`src/rtl/mavg_pkg.sv`:
```
// Shared types and constants for the moving average alarm monitor.
// Holds the controller state type, the command and status structs and the register codes.
// No dependencies.
`timescale 1ns / 1ps

package mavg_pkg;

   localparam int DATA_W = 16;
   localparam int BAND_W = 15;
   localparam int CSR_IDX_W = 2;
   localparam int COUNT_W = 32;

   // Register indexes on the configuration port.
   localparam logic [CSR_IDX_W-1:0] CSR_THRESHOLD = 2'd0;
   localparam logic [CSR_IDX_W-1:0] CSR_HYSTERESIS = 2'd1;

   // Reset values of the registers and the running extremes.
   localparam logic signed [DATA_W-1:0] THRESHOLD_RST = 16'sd4500;
   localparam logic [BAND_W-1:0] BAND_RST = 15'd200;
   localparam logic signed [DATA_W-1:0] LOWEST_RST = 16'sh7fff;
   localparam logic signed [DATA_W-1:0] HIGHEST_RST = 16'sh8000;

   // Alarm transition codes.
   localparam logic [1:0] CHANGE_NONE = 2'd0;
   localparam logic [1:0] CHANGE_RAISED = 2'd1;
   localparam logic [1:0] CHANGE_CLEARED = 2'd2;

   typedef enum logic [2:0] {
      ST_IDLE,
      ST_UPDATE,
      ST_DIV_INIT,
      ST_DIV_STEP,
      ST_MEAN,
      ST_ALARM,
      ST_FINISH
   } ctrl_state_type;

   typedef struct packed {
      logic load;
      logic update;
      logic div_init;
      logic div_step;
      logic mean;
      logic alarm;
      logic publish;
   } dp_cmd_type;

   typedef struct packed {
      logic div_last;
   } dp_status_type;

endpackage

```
`src/rtl/moving_average_alarm_monitor_core.sv`:
```
// Top level of the moving average alarm monitor: ties the controller to the datapath.
// Depends on mavg_pkg, mavg_ctrl and mavg_dp.
`timescale 1ns / 1ps

//  Channel   Direction  Handshake              Contents
//  req_      in         req_valid/req_ready    one temperature sample word
//  rsp_      out        rsp_valid/rsp_ready    mean, extremes, alarm state and counters
//  csr_      in         csr_valid/csr_ready    register index and write data
//
//  Each sample word passes through the update, divider start, divider step, mean, alarm and
//  finish states from acceptance to its result, and the next word is taken only once the
//  sequencer is back in idle, so words do not overlap; the serial divider, one quotient bit
//  per cycle over the full width of the running sum, is the longest of these steps.
//  The input side is ready again once the previous result is in the output register, so a
//  new word is taken while that result still waits for rsp_ready.
//  Reset is synchronous and active high; the sample ring needs no clearing pass because an
//  entry is only used after the window has filled.
//  A stalled result holds the sequencer in its final state until the output register frees.

module moving_average_alarm_monitor_core #(
   parameter int WINDOW = 8
) (
   input  logic                                 clock,
   input  logic                                 reset,
   input  logic                                 req_valid,
   output logic                                 req_ready,
   input  logic signed [mavg_pkg::DATA_W-1:0]   req_sample_x100,
   output logic                                 rsp_valid,
   input  logic                                 rsp_ready,
   output logic signed [mavg_pkg::DATA_W-1:0]   rsp_mean_x100,
   output logic signed [mavg_pkg::DATA_W-1:0]   rsp_min_x100,
   output logic signed [mavg_pkg::DATA_W-1:0]   rsp_max_x100,
   output logic                                 rsp_alarm_on,
   output logic [1:0]                           rsp_alarm_change,
   output logic [mavg_pkg::COUNT_W-1:0]         rsp_alarm_total,
   output logic [mavg_pkg::COUNT_W-1:0]         rsp_sample_total,
   input  logic                                 csr_valid,
   output logic                                 csr_ready,
   input  logic [mavg_pkg::CSR_IDX_W-1:0]       csr_index,
   input  logic [mavg_pkg::DATA_W-1:0]          csr_wdata
);

   mavg_pkg::dp_cmd_type cmd;
   mavg_pkg::dp_status_type status;

   // Register writes are taken in any cycle outside reset; the user must issue them only while
   // no word is in flight, which the block does not enforce; the index selects threshold or band.
   assign csr_ready = !reset;

   // The controller owns the handshake flags and issues one command per step.
   mavg_ctrl u_ctrl (
      .clock     (clock),
      .reset     (reset),
      .req_valid (req_valid),
      .req_ready (req_ready),
      .rsp_valid (rsp_valid),
      .rsp_ready (rsp_ready),
      .status    (status),
      .cmd       (cmd)
   );

   // The datapath holds the ring, running statistics, divider and result registers.
   mavg_dp #(
      .WINDOW (WINDOW)
   ) u_dp (
      .clock            (clock),
      .reset            (reset),
      .cmd              (cmd),
      .status           (status),
      .req_sample_x100  (req_sample_x100),
      .csr_write        (csr_valid && csr_ready),
      .csr_index        (csr_index),
      .csr_wdata        (csr_wdata),
      .rsp_mean_x100    (rsp_mean_x100),
      .rsp_min_x100     (rsp_min_x100),
      .rsp_max_x100     (rsp_max_x100),
      .rsp_alarm_on     (rsp_alarm_on),
      .rsp_alarm_change (rsp_alarm_change),
      .rsp_alarm_total  (rsp_alarm_total),
      .rsp_sample_total (rsp_sample_total)
   );

endmodule

```
`src/rtl/mavg_ctrl.sv`:
```
// Controller state machine of the moving average alarm monitor.
// Sequences load, update, divide, alarm and publish; owns the handshake flags.
// Depends on mavg_pkg.
`timescale 1ns / 1ps

module mavg_ctrl (
   input  logic                   clock,
   input  logic                   reset,
   input  logic                   req_valid,
   output logic                   req_ready,
   output logic                   rsp_valid,
   input  logic                   rsp_ready,
   input  mavg_pkg::dp_status_type status,
   output mavg_pkg::dp_cmd_type   cmd
);

   mavg_pkg::ctrl_state_type state_ff, state_in;
   logic rsp_valid_ff, rsp_valid_in;
   logic slot_free;

   assign slot_free = !rsp_valid_ff || rsp_ready;

   always_comb begin
      state_in = state_ff;
      unique case (state_ff)
         mavg_pkg::ST_IDLE: begin
            if (req_valid) begin
               state_in = mavg_pkg::ST_UPDATE;
            end
         end
         mavg_pkg::ST_UPDATE:   state_in = mavg_pkg::ST_DIV_INIT;
         mavg_pkg::ST_DIV_INIT: state_in = mavg_pkg::ST_DIV_STEP;
         mavg_pkg::ST_DIV_STEP: begin
            if (status.div_last) begin
               state_in = mavg_pkg::ST_MEAN;
            end
         end
         mavg_pkg::ST_MEAN:     state_in = mavg_pkg::ST_ALARM;
         mavg_pkg::ST_ALARM:    state_in = mavg_pkg::ST_FINISH;
         mavg_pkg::ST_FINISH: begin
            if (slot_free) begin
               state_in = mavg_pkg::ST_IDLE;
            end
         end
         default:               state_in = mavg_pkg::ST_IDLE;
      endcase
   end

   always_comb begin
      cmd = '0;
      req_ready = 1'b0;
      unique case (state_ff)
         mavg_pkg::ST_IDLE: begin
            req_ready = !reset;
            cmd.load = req_valid && !reset;
         end
         mavg_pkg::ST_UPDATE:   cmd.update = 1'b1;
         mavg_pkg::ST_DIV_INIT: cmd.div_init = 1'b1;
         mavg_pkg::ST_DIV_STEP: cmd.div_step = 1'b1;
         mavg_pkg::ST_MEAN:     cmd.mean = 1'b1;
         mavg_pkg::ST_ALARM:    cmd.alarm = 1'b1;
         mavg_pkg::ST_FINISH:   cmd.publish = slot_free;
         default: begin
            cmd = '0;
         end
      endcase
   end

   always_comb begin
      rsp_valid_in = rsp_valid_ff;
      if (cmd.publish) begin
         rsp_valid_in = 1'b1;
      end else if (rsp_ready) begin
         rsp_valid_in = 1'b0;
      end
   end

   always_ff @(posedge clock) begin
      if (reset) begin
         state_ff <= mavg_pkg::ST_IDLE;
         rsp_valid_ff <= 1'b0;
      end else begin
         state_ff <= state_in;
         rsp_valid_ff <= rsp_valid_in;
      end
   end

   assign rsp_valid = rsp_valid_ff;

   a_accept_starts_update: assert property (@(posedge clock) disable iff (reset)
      (state_ff == mavg_pkg::ST_IDLE && req_valid) |=> state_ff == mavg_pkg::ST_UPDATE)
      else $error("accepted word did not start an update");

   a_divide_ends_in_mean: assert property (@(posedge clock) disable iff (reset)
      (state_ff == mavg_pkg::ST_DIV_STEP && status.div_last) |=> state_ff == mavg_pkg::ST_MEAN)
      else $error("divider did not hand over to the mean step");

   a_publish_sets_valid: assert property (@(posedge clock) disable iff (reset)
      cmd.publish |=> (rsp_valid_ff && state_ff == mavg_pkg::ST_IDLE))
      else $error("publish did not present a result word");

endmodule

```
`src/rtl/mavg_dp.sv`:
```
// Datapath of the moving average alarm monitor: sample ring, running sum,
// serial divider, extremes, alarm logic, configuration and result registers.
// Depends on mavg_pkg.
`timescale 1ns / 1ps

module mavg_dp #(
   parameter int WINDOW = 8
) (
   input  logic                                    clock,
   input  logic                                    reset,
   input  mavg_pkg::dp_cmd_type                    cmd,
   output mavg_pkg::dp_status_type                 status,
   input  logic signed [mavg_pkg::DATA_W-1:0]      req_sample_x100,
   input  logic                                    csr_write,
   input  logic [mavg_pkg::CSR_IDX_W-1:0]          csr_index,
   input  logic [mavg_pkg::DATA_W-1:0]             csr_wdata,
   output logic signed [mavg_pkg::DATA_W-1:0]      rsp_mean_x100,
   output logic signed [mavg_pkg::DATA_W-1:0]      rsp_min_x100,
   output logic signed [mavg_pkg::DATA_W-1:0]      rsp_max_x100,
   output logic                                    rsp_alarm_on,
   output logic [1:0]                              rsp_alarm_change,
   output logic [mavg_pkg::COUNT_W-1:0]            rsp_alarm_total,
   output logic [mavg_pkg::COUNT_W-1:0]            rsp_sample_total
);

   localparam int DW = mavg_pkg::DATA_W;
   localparam int SLOT_W = (WINDOW > 1) ? $clog2(WINDOW) : 1;
   localparam int CNT_W = $clog2(WINDOW + 1);
   localparam int SUM_W = DW + 1 + $clog2(WINDOW);
   localparam int STEP_W = $clog2(SUM_W);
   localparam int CMP_W = DW + 2;

   // Sample ring and its read port.
   logic signed [DW-1:0] ring_mem [WINDOW];
   logic signed [DW-1:0] old_ff;
   logic signed [DW-1:0] sample_ff;

   logic [SLOT_W-1:0] slot_ff, slot_in;
   logic [CNT_W-1:0] fill_ff, fill_in;
   logic signed [SUM_W-1:0] sum_ff, sum_in;
   logic signed [DW-1:0] low_ff, low_in;
   logic signed [DW-1:0] high_ff, high_in;
   logic [mavg_pkg::COUNT_W-1:0] samples_ff, samples_in;
   logic window_full;

   // Divider.
   logic [SUM_W-1:0] quo_ff, quo_in;
   logic [CNT_W-1:0] rem_ff, rem_in;
   logic [STEP_W-1:0] step_ff, step_in;
   logic neg_ff, neg_in;
   logic [CNT_W:0] trial;
   logic trial_ok;

   // Mean and alarm.
   logic signed [DW-1:0] mean_ff, mean_in;
   logic alarm_ff, alarm_in;
   logic [1:0] change_ff, change_in;
   logic [mavg_pkg::COUNT_W-1:0] alarms_ff, alarms_in;
   logic signed [CMP_W-1:0] mean_ext, thr_ext, clear_level;

   // Configuration.
   logic signed [DW-1:0] thr_ff;
   logic [mavg_pkg::BAND_W-1:0] band_ff;

   // Result registers.
   logic signed [DW-1:0] out_mean_ff, out_min_ff, out_max_ff;
   logic out_alarm_ff;
   logic [1:0] out_change_ff;
   logic [mavg_pkg::COUNT_W-1:0] out_alarms_ff, out_samples_ff;

   assign window_full = (fill_ff == CNT_W'(WINDOW));

   always_ff @(posedge clock) begin
      if (cmd.load) begin
         old_ff <= ring_mem[slot_ff];
         sample_ff <= req_sample_x100;
      end
      if (cmd.update) begin
         ring_mem[slot_ff] <= sample_ff;
      end
   end

   always_comb begin
      slot_in = slot_ff;
      fill_in = fill_ff;
      sum_in = sum_ff;
      low_in = low_ff;
      high_in = high_ff;
      samples_in = samples_ff;
      if (cmd.update) begin
         slot_in = (slot_ff == SLOT_W'(WINDOW - 1)) ? '0 : slot_ff + 1'b1;
         if (!window_full) begin
            fill_in = fill_ff + 1'b1;
         end
         sum_in = sum_ff - (window_full ? SUM_W'(old_ff) : '0) + SUM_W'(sample_ff);
         if (sample_ff < low_ff) begin
            low_in = sample_ff;
         end
         if (sample_ff > high_ff) begin
            high_in = sample_ff;
         end
         samples_in = samples_ff + 1'b1;
      end
   end

   // Restoring division of the sum magnitude by the fill count, one bit a cycle.
   assign trial = {rem_ff, quo_ff[SUM_W-1]} - {1'b0, fill_ff};
   assign trial_ok = !trial[CNT_W];

   always_comb begin
      quo_in = quo_ff;
      rem_in = rem_ff;
      step_in = step_ff;
      neg_in = neg_ff;
      if (cmd.div_init) begin
         neg_in = sum_ff[SUM_W-1];
         quo_in = sum_ff[SUM_W-1] ? SUM_W'(-sum_ff) : SUM_W'(sum_ff);
         rem_in = '0;
         step_in = '0;
      end else if (cmd.div_step) begin
         quo_in = {quo_ff[SUM_W-2:0], trial_ok};
         rem_in = trial_ok ? trial[CNT_W-1:0] : CNT_W'({rem_ff, quo_ff[SUM_W-1]});
         step_in = step_ff + 1'b1;
      end
   end

   assign status.div_last = (step_ff == STEP_W'(SUM_W - 1));

   always_comb begin
      mean_in = mean_ff;
      if (cmd.mean) begin
         mean_in = neg_ff ? -$signed(quo_ff[DW-1:0]) : $signed(quo_ff[DW-1:0]);
      end
   end

   assign mean_ext = CMP_W'(mean_ff);
   assign thr_ext = CMP_W'(thr_ff);
   assign clear_level = thr_ext - $signed({3'b000, band_ff});

   always_comb begin
      alarm_in = alarm_ff;
      change_in = change_ff;
      alarms_in = alarms_ff;
      if (cmd.alarm) begin
         change_in = mavg_pkg::CHANGE_NONE;
         if (!alarm_ff && mean_ext > thr_ext) begin
            alarm_in = 1'b1;
            alarms_in = alarms_ff + 1'b1;
            change_in = mavg_pkg::CHANGE_RAISED;
         end else if (alarm_ff && mean_ext < clear_level) begin
            alarm_in = 1'b0;
            change_in = mavg_pkg::CHANGE_CLEARED;
         end
      end
   end

   always_ff @(posedge clock) begin
      if (reset) begin
         slot_ff <= '0;
         fill_ff <= '0;
         sum_ff <= '0;
         low_ff <= mavg_pkg::LOWEST_RST;
         high_ff <= mavg_pkg::HIGHEST_RST;
         samples_ff <= '0;
         alarm_ff <= 1'b0;
         alarms_ff <= '0;
         change_ff <= mavg_pkg::CHANGE_NONE;
         step_ff <= '0;
         rem_ff <= '0;
      end else begin
         slot_ff <= slot_in;
         fill_ff <= fill_in;
         sum_ff <= sum_in;
         low_ff <= low_in;
         high_ff <= high_in;
         samples_ff <= samples_in;
         alarm_ff <= alarm_in;
         alarms_ff <= alarms_in;
         change_ff <= change_in;
         step_ff <= step_in;
         rem_ff <= rem_in;
      end
   end

   always_ff @(posedge clock) begin
      quo_ff <= quo_in;
      neg_ff <= neg_in;
      mean_ff <= mean_in;
   end

   always_ff @(posedge clock) begin
      if (reset) begin
         thr_ff <= mavg_pkg::THRESHOLD_RST;
         band_ff <= mavg_pkg::BAND_RST;
      end else if (csr_write) begin
         unique case (csr_index)
            mavg_pkg::CSR_THRESHOLD:  thr_ff <= $signed(csr_wdata);
            mavg_pkg::CSR_HYSTERESIS: band_ff <= csr_wdata[mavg_pkg::BAND_W-1:0];
            default: begin
               thr_ff <= thr_ff;
            end
         endcase
      end
   end

   always_ff @(posedge clock) begin
      if (cmd.publish) begin
         out_mean_ff <= mean_ff;
         out_min_ff <= low_ff;
         out_max_ff <= high_ff;
         out_alarm_ff <= alarm_ff;
         out_change_ff <= change_ff;
         out_alarms_ff <= alarms_ff;
         out_samples_ff <= samples_ff;
      end
   end

   assign rsp_mean_x100 = out_mean_ff;
   assign rsp_min_x100 = out_min_ff;
   assign rsp_max_x100 = out_max_ff;
   assign rsp_alarm_on = out_alarm_ff;
   assign rsp_alarm_change = out_change_ff;
   assign rsp_alarm_total = out_alarms_ff;
   assign rsp_sample_total = out_samples_ff;

   a_fill_bounded: assert property (@(posedge clock) disable iff (reset)
      fill_ff <= CNT_W'(WINDOW))
      else $error("fill count passed the window length");

   a_remainder_below_divisor: assert property (@(posedge clock) disable iff (reset)
      cmd.div_step |-> rem_ff < fill_ff)
      else $error("divider remainder not below the fill count");

   a_change_matches_flag: assert property (@(posedge clock) disable iff (reset)
      cmd.alarm |=> ((change_ff == mavg_pkg::CHANGE_NONE && alarm_ff == $past(alarm_ff))
         || (change_ff == mavg_pkg::CHANGE_RAISED && alarm_ff)
         || (change_ff == mavg_pkg::CHANGE_CLEARED && !alarm_ff)))
      else $error("alarm change code disagrees with the alarm flag");

endmodule

```
`config.mk`:
```
export PLATFORM = sky130hd
export DESIGN_NAME = moving_average_alarm_monitor_core
export DESIGN_NICKNAME = d
export VERILOG_FILES = /design/src/rtl/mavg_pkg.sv /design/src/rtl/moving_average_alarm_monitor_core.sv /design/src/rtl/mavg_ctrl.sv /design/src/rtl/mavg_dp.sv
export SDC_FILE = /design/constraint.sdc
export NUM_CORES = 1
export LEC_CHECK = 0
export ABC_AREA = 1
export BUFFER_PORTS_ARGS = -buffer_cell sky130_fd_sc_hd__buf_2
export CORE_MARGIN = 2
export CORE_UTILIZATION = 55
export CTS_CLUSTER_DIAMETER = 60
export DETAILED_ROUTE_END_ITERATION = 10
export PLACE_DENSITY = 0.74
export SETUP_SLACK_MARGIN = 0.4
export SYNTH_ARGS = -nofsm -noshare
export SYNTH_HDL_FRONTEND = slang
export SYNTH_SLANG_ARGS = --single-unit
```
`constraint.sdc`:
```
create_clock -name clock -period 12 [get_ports clock]
set_clock_uncertainty 0.05 [all_clocks]
set_input_delay 1.2 -clock clock [delete_from_list [all_inputs] [get_ports clock]]
set_output_delay 1.2 -clock clock [all_outputs]
set_load 0.005 [all_outputs]
```
==> results of run 1 <==
[per-layer routing]
metal  part of all wire (%)  up-vias  GRT usage [%]
li1                       -     8438              -
met1                     42     8146           31.7
met2                     49      543           43.6
met3                    6.0      114           3.80
met4                    3.3        0           8.89
met5                      0        -              0
[critical path: cells and delay by family]
kind,cells,cell delay [ns]
buf+inv,4,1.91
simple gates,2,0.98
compound gates,2,0.47
[path summary, 6_finish.rpt]
| path | from | depth (start not counted) | slack, ns | endpoint |
|---|---|---|---|---|
| max | reset | 8 | 7.82 | u_dp.thr_ff[3]$_SDFFE_PP0P_ |
| min | u_dp.change_ff[0]$_SDFFE_PP0P_ | 0 | 0.38 | u_dp.rsp_alarm_change[0]$_DFFE_PP_ |
| max reg2reg | u_dp.fill_ff[1]$_SDFFE_PP0P_ | 19 | 8.12 | u_dp.sum_ff[16]$_SDFFE_PP0P_ |
| min reg2reg | u_dp.change_ff[0]$_SDFFE_PP0P_ | 0 | 0.38 | u_dp.rsp_alarm_change[0]$_DFFE_PP_ |
[layout make-up]
class / count / area share [%]
Clock inverter: 24 / 0.705
Tap cell: 539 / 2.58
Sequential cell: 482 / 48.9
Multi-Input combinational cell: 1515 / 34.1
Timing Repair Buffer: 167 / 3.31
Clock buffer: 67 / 5.56
Inverter: 331 / 4.76
[synthesized netlist by cell type, drive strengths merged, types with 4 or more instances]
master,count,share of area [%]
a21boi,4,0.13
a21o,6,0.19
a21oi,172,3.7
a221oi,15,0.57
a22o,12,0.45
a22oi,19,0.61
buf,22,0.69
clkbuf,44,0.71
dfxtp,170,15
edfxtp,312,40
fa,21,1.8
ha,111,6.0
inv,330,5.3
nand2,432,7.1
nand3,132,3.0
nand3b,6,0.19
nand4,74,2.0
nor2,209,3.6
nor3,51,1.2
nor3b,5,0.20
nor4,5,0.16
o211ai,7,0.23
o21ai,112,2.4
o31ai,4,0.13
xnor2,31,1.2
xor2,69,2.6
[where the power goes]
| part | leakage (nW) | switching (mW) | internal [mW] |
|---|---|---|---|
| Clock | 0.816 | 0.652 | 0.876 |
| Sequential | 4.23 | 0.0738 | 1.87 |
| Combinational | 5.64 | 0.502 | 0.257 |
| Total | 10.7 | 1.23 | 3.00 |
[stage by stage]
stage          area (µm²)  setup slack, ns  hold WS, ns  util [%]  power (mW)
2_1_floorplan       23200             3.88        0.353         -        2.52
3_3_place_gp        24500             7.59        0.367      58.6        2.70
3_5_place_dp        24500             7.35        0.365      58.6        2.73
4_1_cts             26100             7.91        0.380      62.5        4.25
5_1_grt             26100             7.48        0.398      62.5        4.43
6_report            26100             7.82        0.381      62.5        4.23
[sequential cells by signal, summed over array words and instances, names as in the netlist, 20 cells and up]
name                   flops
u_dp.sum_ff               20
u_dp.quo_ff               20
u_dp.rsp_alarm_total      32
u_dp.rsp_sample_total     32
u_dp.ring_mem            128
u_dp.samples_ff           32
u_dp.alarms_ff            32
[logic make-up (layout without fill, tap and decap cells)]
kind of cell | after synthesis | in the layout | synth area share [%]
compound gates | 366 | 366 | 9.06
xor+xnor | 100 | 100 | 3.77
fa+ha+maj | 132 | 132 | 7.80
buf+inv | 397 | 589 | 6.76
flops | 482 | 482 | 55.0
simple gates | 917 | 917 | 17.6
==> results.cfg, run 1 <==
[outcome]
status = completed

[timing]
fmax_ghz = 0.239
slew_headroom_pct = 24.4
post-route-period-util_pct = 34.9
drv_slew = 0
final.min_clock_period_ns = 4.18
fin_tns_setup_ns = 0
setup_viol = 0
rsz0062_at_grt = false
final_hold_viol_count = 0
worstMarginPinSlew_ns = 1.13

[final_layout]
ff_latch_area_mm2 = 0.0128
n_antenna_cell = 0
multi_input_area_mm2 = 0.00891
final_cell_mix = nand2_1 (426), inv_1 (325), edfxtp_1 (312)
final_common_cell = nand2_1
layoutNonFillerInstCount = 3125
drive_above_1_share_pct = 11.6
nFillCells = 3322
area_delta_synth_final_pct = 12.5
layout.nets = 2718

[worst_setup_path]
crit_slowest_cell = nor3_1
worst_setup_path_start_kind = primary input
endpoint_kind = flop
worst_ep_required_time_ns = 12.41
worstSetupPathType = primary input to flop
path_max_fanout = 46
cp_slowest_stage_delay_ns = 0.83
cp_cell_sequence = buf_2 > inv_2 > buf_4 > nand2_1 > nor3_1 > inv_1 > o21ai_0 > a21oi_1
arrival_ns = 4.59

[routing]
drt-wirelength-per-cell_um = 17.6
vias_per_cell = 5.52
firstDrtPassIters = 5
vias = 17200
drt_iter0_drc = 1339
wirelength_mm = 54.8
remaining_drc_errors = 0
antenna_left = 0

[logic_synthesis]
netlist_area_mm2 = 0.0232
seq_area_frac_synth_pct = 55.0
synthCells = 2394
synth_fp_nets = 2565
postSynthAreaPerCell_um2 = 9.69
yosys_warnings = 0
synth_edf_count = 312
synth_top_flop_cell = edfxtp_1
async_flop_share_pct = 0
synth-seq-cells = 482
synth_cell_type_count = 55

[clock_tree]
cts_resized = 0
h-tree-depth = 2
clk_latency_ns = 0.60
cts_tree = done
clk_pin_slew_worst_paths_ns = 0.06
post_cts_buffers = 0
cts_hold_buf = 0
clock_path_buffers = 3
clock_sinks = 482
numCtsBuffers = 50
clk_root_buffer_cell = clkbuf_16

[power_and_ir_drop]
peakVddDrop_v = 0.000135
p_per_area_mw_per_mm2 = 162
power.leakage_nw = 10.7

[global_route]
grt_max_degree = 80
grt_pass1_wl_mm = 86.9
antenna_found_initial = 0
grt_pass1_vias = 16800
grt-ovfl-total = 0
grt_use_total_pct = 24.9

[floorplan]
num_io_pins = 157
rows = 75
start_util_pct = 55.6
die_h_um = 209
core_area_mm2 = 0.0418
die-area_mm2 = 0.0439
die_w_um = 209

[job]
drv_cap = 0

[placement]
hpwlAfterDp_mm = 38.6
dp_cells = 3034
io_buffers = 156
gp_congestion = 0.944

[hold_path]
hp-class = flop to flop
Note: power is estimated with default switching activity, not from simulation.
==> run 2, diff against run 1 <==
Clock period 12 ns to 3.5 ns, I/O delays scaled along.
==> results.cfg, run 2 (synthesis results as in run 1) <==
[outcome]
status = completed

[timing]
drv_slew = 0
post-route-period-util_pct = 85.5
rsz0062_at_grt = true
fmax_ghz = 0.334
fin_tns_setup_ns = 0
final.min_clock_period_ns = 2.99
slew_headroom_pct = 35.6
holdWs_ns = 0.0397
worstMarginPinSlew_ns = 0.966
final_hold_viol_count = 0
setup_viol = 0

[global_route]
grt-ovfl-total = 0
grt_pass1_vias = 17200
grt_pass1_wl_mm = 90.4
grt_use_total_pct = 26.1
grt_max_degree = 86
antenna_found_initial = 0

[placement]
gp_congestion = 0.929
placed_cell_area_mm2 = 0.0247
hpwlAfterDp_mm = 39.9
io_buffers = 156

[final_layout]
fin_util_pct = 65.3
largest-register = u_dp.ring_mem
fin_area_mm2 = 0.0273
layout.nets = 2790
area_delta_synth_final_pct = 17.5
final_cell_mix = nand2_1 (411), inv_1 (321), edfxtp_1 (312)
final_common_cell = nand2_1
largest_register_ffs = 128
drive_above_1_share_pct = 15.5
n_antenna_cell = 0

[clock_tree]
h-tree-depth = 2
numCtsBuffers = 51
clock_path_buffers = 3
clk_latency_ns = 0.60
cts_tree = done
clock_sinks = 482
clk_root_buffer_cell = clkbuf_16
clk_pin_slew_worst_paths_ns = 0.06

[floorplan]
num_io_pins = 157
core_area_mm2 = 0.0418
die_w_um = 209
start_util_pct = 55.6
rows = 75
die_h_um = 209
die-area_mm2 = 0.0439

[power_and_ir_drop]
power.leakage_nw = 11.1
peakVddDrop_v = 0.000443
fin_total_pwr_mw = 15.2
p_per_area_mw_per_mm2 = 558

[hold_path]
hp-class = primary input to flop

[routing]
antenna_left = 0
wirelength_mm = 57.4
firstDrtPassIters = 6
top_layer = met4
drt_iter0_drc = 1276
vias = 17700
wl_met2_mm = 28.1
vias_per_cell = 5.53
route.met3.wl_mm = 3.05
drt-wirelength-per-cell_um = 17.9
drt-met1-wl_mm = 23.7
remaining_drc_errors = 0

[worst_setup_path]
path_buf_inv = 3
endpoint = u_dp.alarm_ff$_SDFFE_PP0P_
worst_ep_required_time_ns = 3.91
path_max_fanout = 3
arrival_ns = 3.40
r2r_slack_ns = 0.51
endpoint_kind = flop
reg2reg_depth = 22
worst_setup_path_start_kind = flop
r2r_start = u_dp.thr_ff[0]$_SDFFE_PP0P_
cp_cell_sequence = inv_2 > ha_4 > fa_2 > nand3b_1 > nand2_2 > nand3_2 > nand3_2 > nand3_1 > nand2_1 > nand2_2 > a21oi_4 > ha_4 > nand2_1 > inv_1 > nand3_2 > inv_2 > a21oi_2 > nand3_1 > nand2_1 > nand3_2 > nand2_2 > a21oi_2
crit_slowest_cell = fa_2
crit_start = u_dp.thr_ff[0]$_SDFFE_PP0P_
cp_top_family = simple AND/OR/NAND/NOR gates
cp_slowest_stage_delay_ns = 0.35
cp_num_cells = 22
r2r-end = u_dp.alarm_ff$_SDFFE_PP0P_
path_common_cell = nand3_2
worstSetupPathType = flop to flop

[job]
drv_cap = 0
-- run 2: cell types whose count changed in the layout (fill, tap and decap cells not counted), moves of 6 or more --
cell / change
ha_1: -15
ha_4: +12
a21oi_1: -14
buf_4: +39
clkinv_2: -6
dlygate4sd3_1: +31
nand2_1: -15
nand2_2: +15
nand3_1: -6
o21ai_0: -9
a21oi_2: +10
-- run 2: power by group --
group          total, mW  switching, mW  internal [mW]
Sequential          6.63          0.216           6.41
Clock               5.52           2.23           3.29
Combinational       3.07           1.98           1.10
-- run 2: through the flow --
stage / std cells / worst slack (ns)
2_1_floorplan: 2394 / -1.15
3_3_place_gp: 3064 / 0.138
3_5_place_dp: 3064 / 0.0571
4_1_cts: 3191 / 0.373
5_1_grt: 3200 / 0.321
6_report: 3200 / 0.508
-- run 2: layer usage --
metal  vias to the layer above  global-route usage, %
li1                       8592                      -
met1                      8355                   32.7
met2                       586                   44.9
met3                       156                   3.79
met4                         0                   11.8
met5                         -                      0
-- run 2: worst reg2reg max path, stage by stage (launching register included) --
cell	delay (ns)
dfxtp_2	0.33
inv_2	0.05
ha_4	0.16
fa_2	0.35
nand3b_1	0.17
nand2_2	0.14
nand3_2	0.09
nand3_2	0.11
nand3_1	0.09
nand2_1	0.08
nand2_2	0.08
a21oi_4	0.17
ha_4	0.22
nand2_1	0.06
inv_1	0.06
nand3_2	0.10
inv_2	0.06
a21oi_2	0.12
nand3_1	0.08
nand2_1	0.09
nand3_2	0.09
nand2_2	0.08
a21oi_2	0.04
-- run 2: worst min-delay path by stage --
stage | start | end | slack (ns) | cells after the start
2_1_floorplan | u_dp.sum_ff[19]$_SDFFE_PP0P_ | u_dp.neg_ff$_DFFE_PP_ | 0.35 | 0
3_3_place_gp | u_dp.high_ff[3]$_SDFFE_PP0P_ | u_dp.rsp_max_x100[3]$_DFFE_PP_ | 0.37 | 0
3_5_place_dp | u_dp.high_ff[14]$_SDFFE_PP0P_ | u_dp.rsp_max_x100[14]$_DFFE_PP_ | 0.37 | 0
4_1_cts | csr_wdata[10] | u_dp.band_ff[10]$_SDFFE_PP0P_ | 0.008 | 3
5_1_grt | csr_wdata[10] | u_dp.thr_ff[10]$_SDFFE_PP0P_ | 0.03 | 3
6_report | csr_wdata[10] | u_dp.band_ff[10]$_SDFFE_PP0P_ | 0.04 | 3
-- run 2: cell type report --
class	count	area, µm²
Clock inverter	28	304
Inverter	331	1240
Tap cell	539	674
Fill cell	3305	14500
Timing Repair Buffer	238	1480
Multi-Input combinational cell	1515	9350
Sequential cell	482	12800
Clock buffer	67	1440
-- run 2: repair_timing --
action / 4_1_cts / 5_1_grt
gates resized for setup: 37 / 71
buffers inserted: 1 / 9
hold buffers: 31 / 0
setup endpoints to repair: 16 / 17
pin swaps: 6 / 27
gates cloned: 0 / 0
endpoints found under the hold margin: 36 / 0
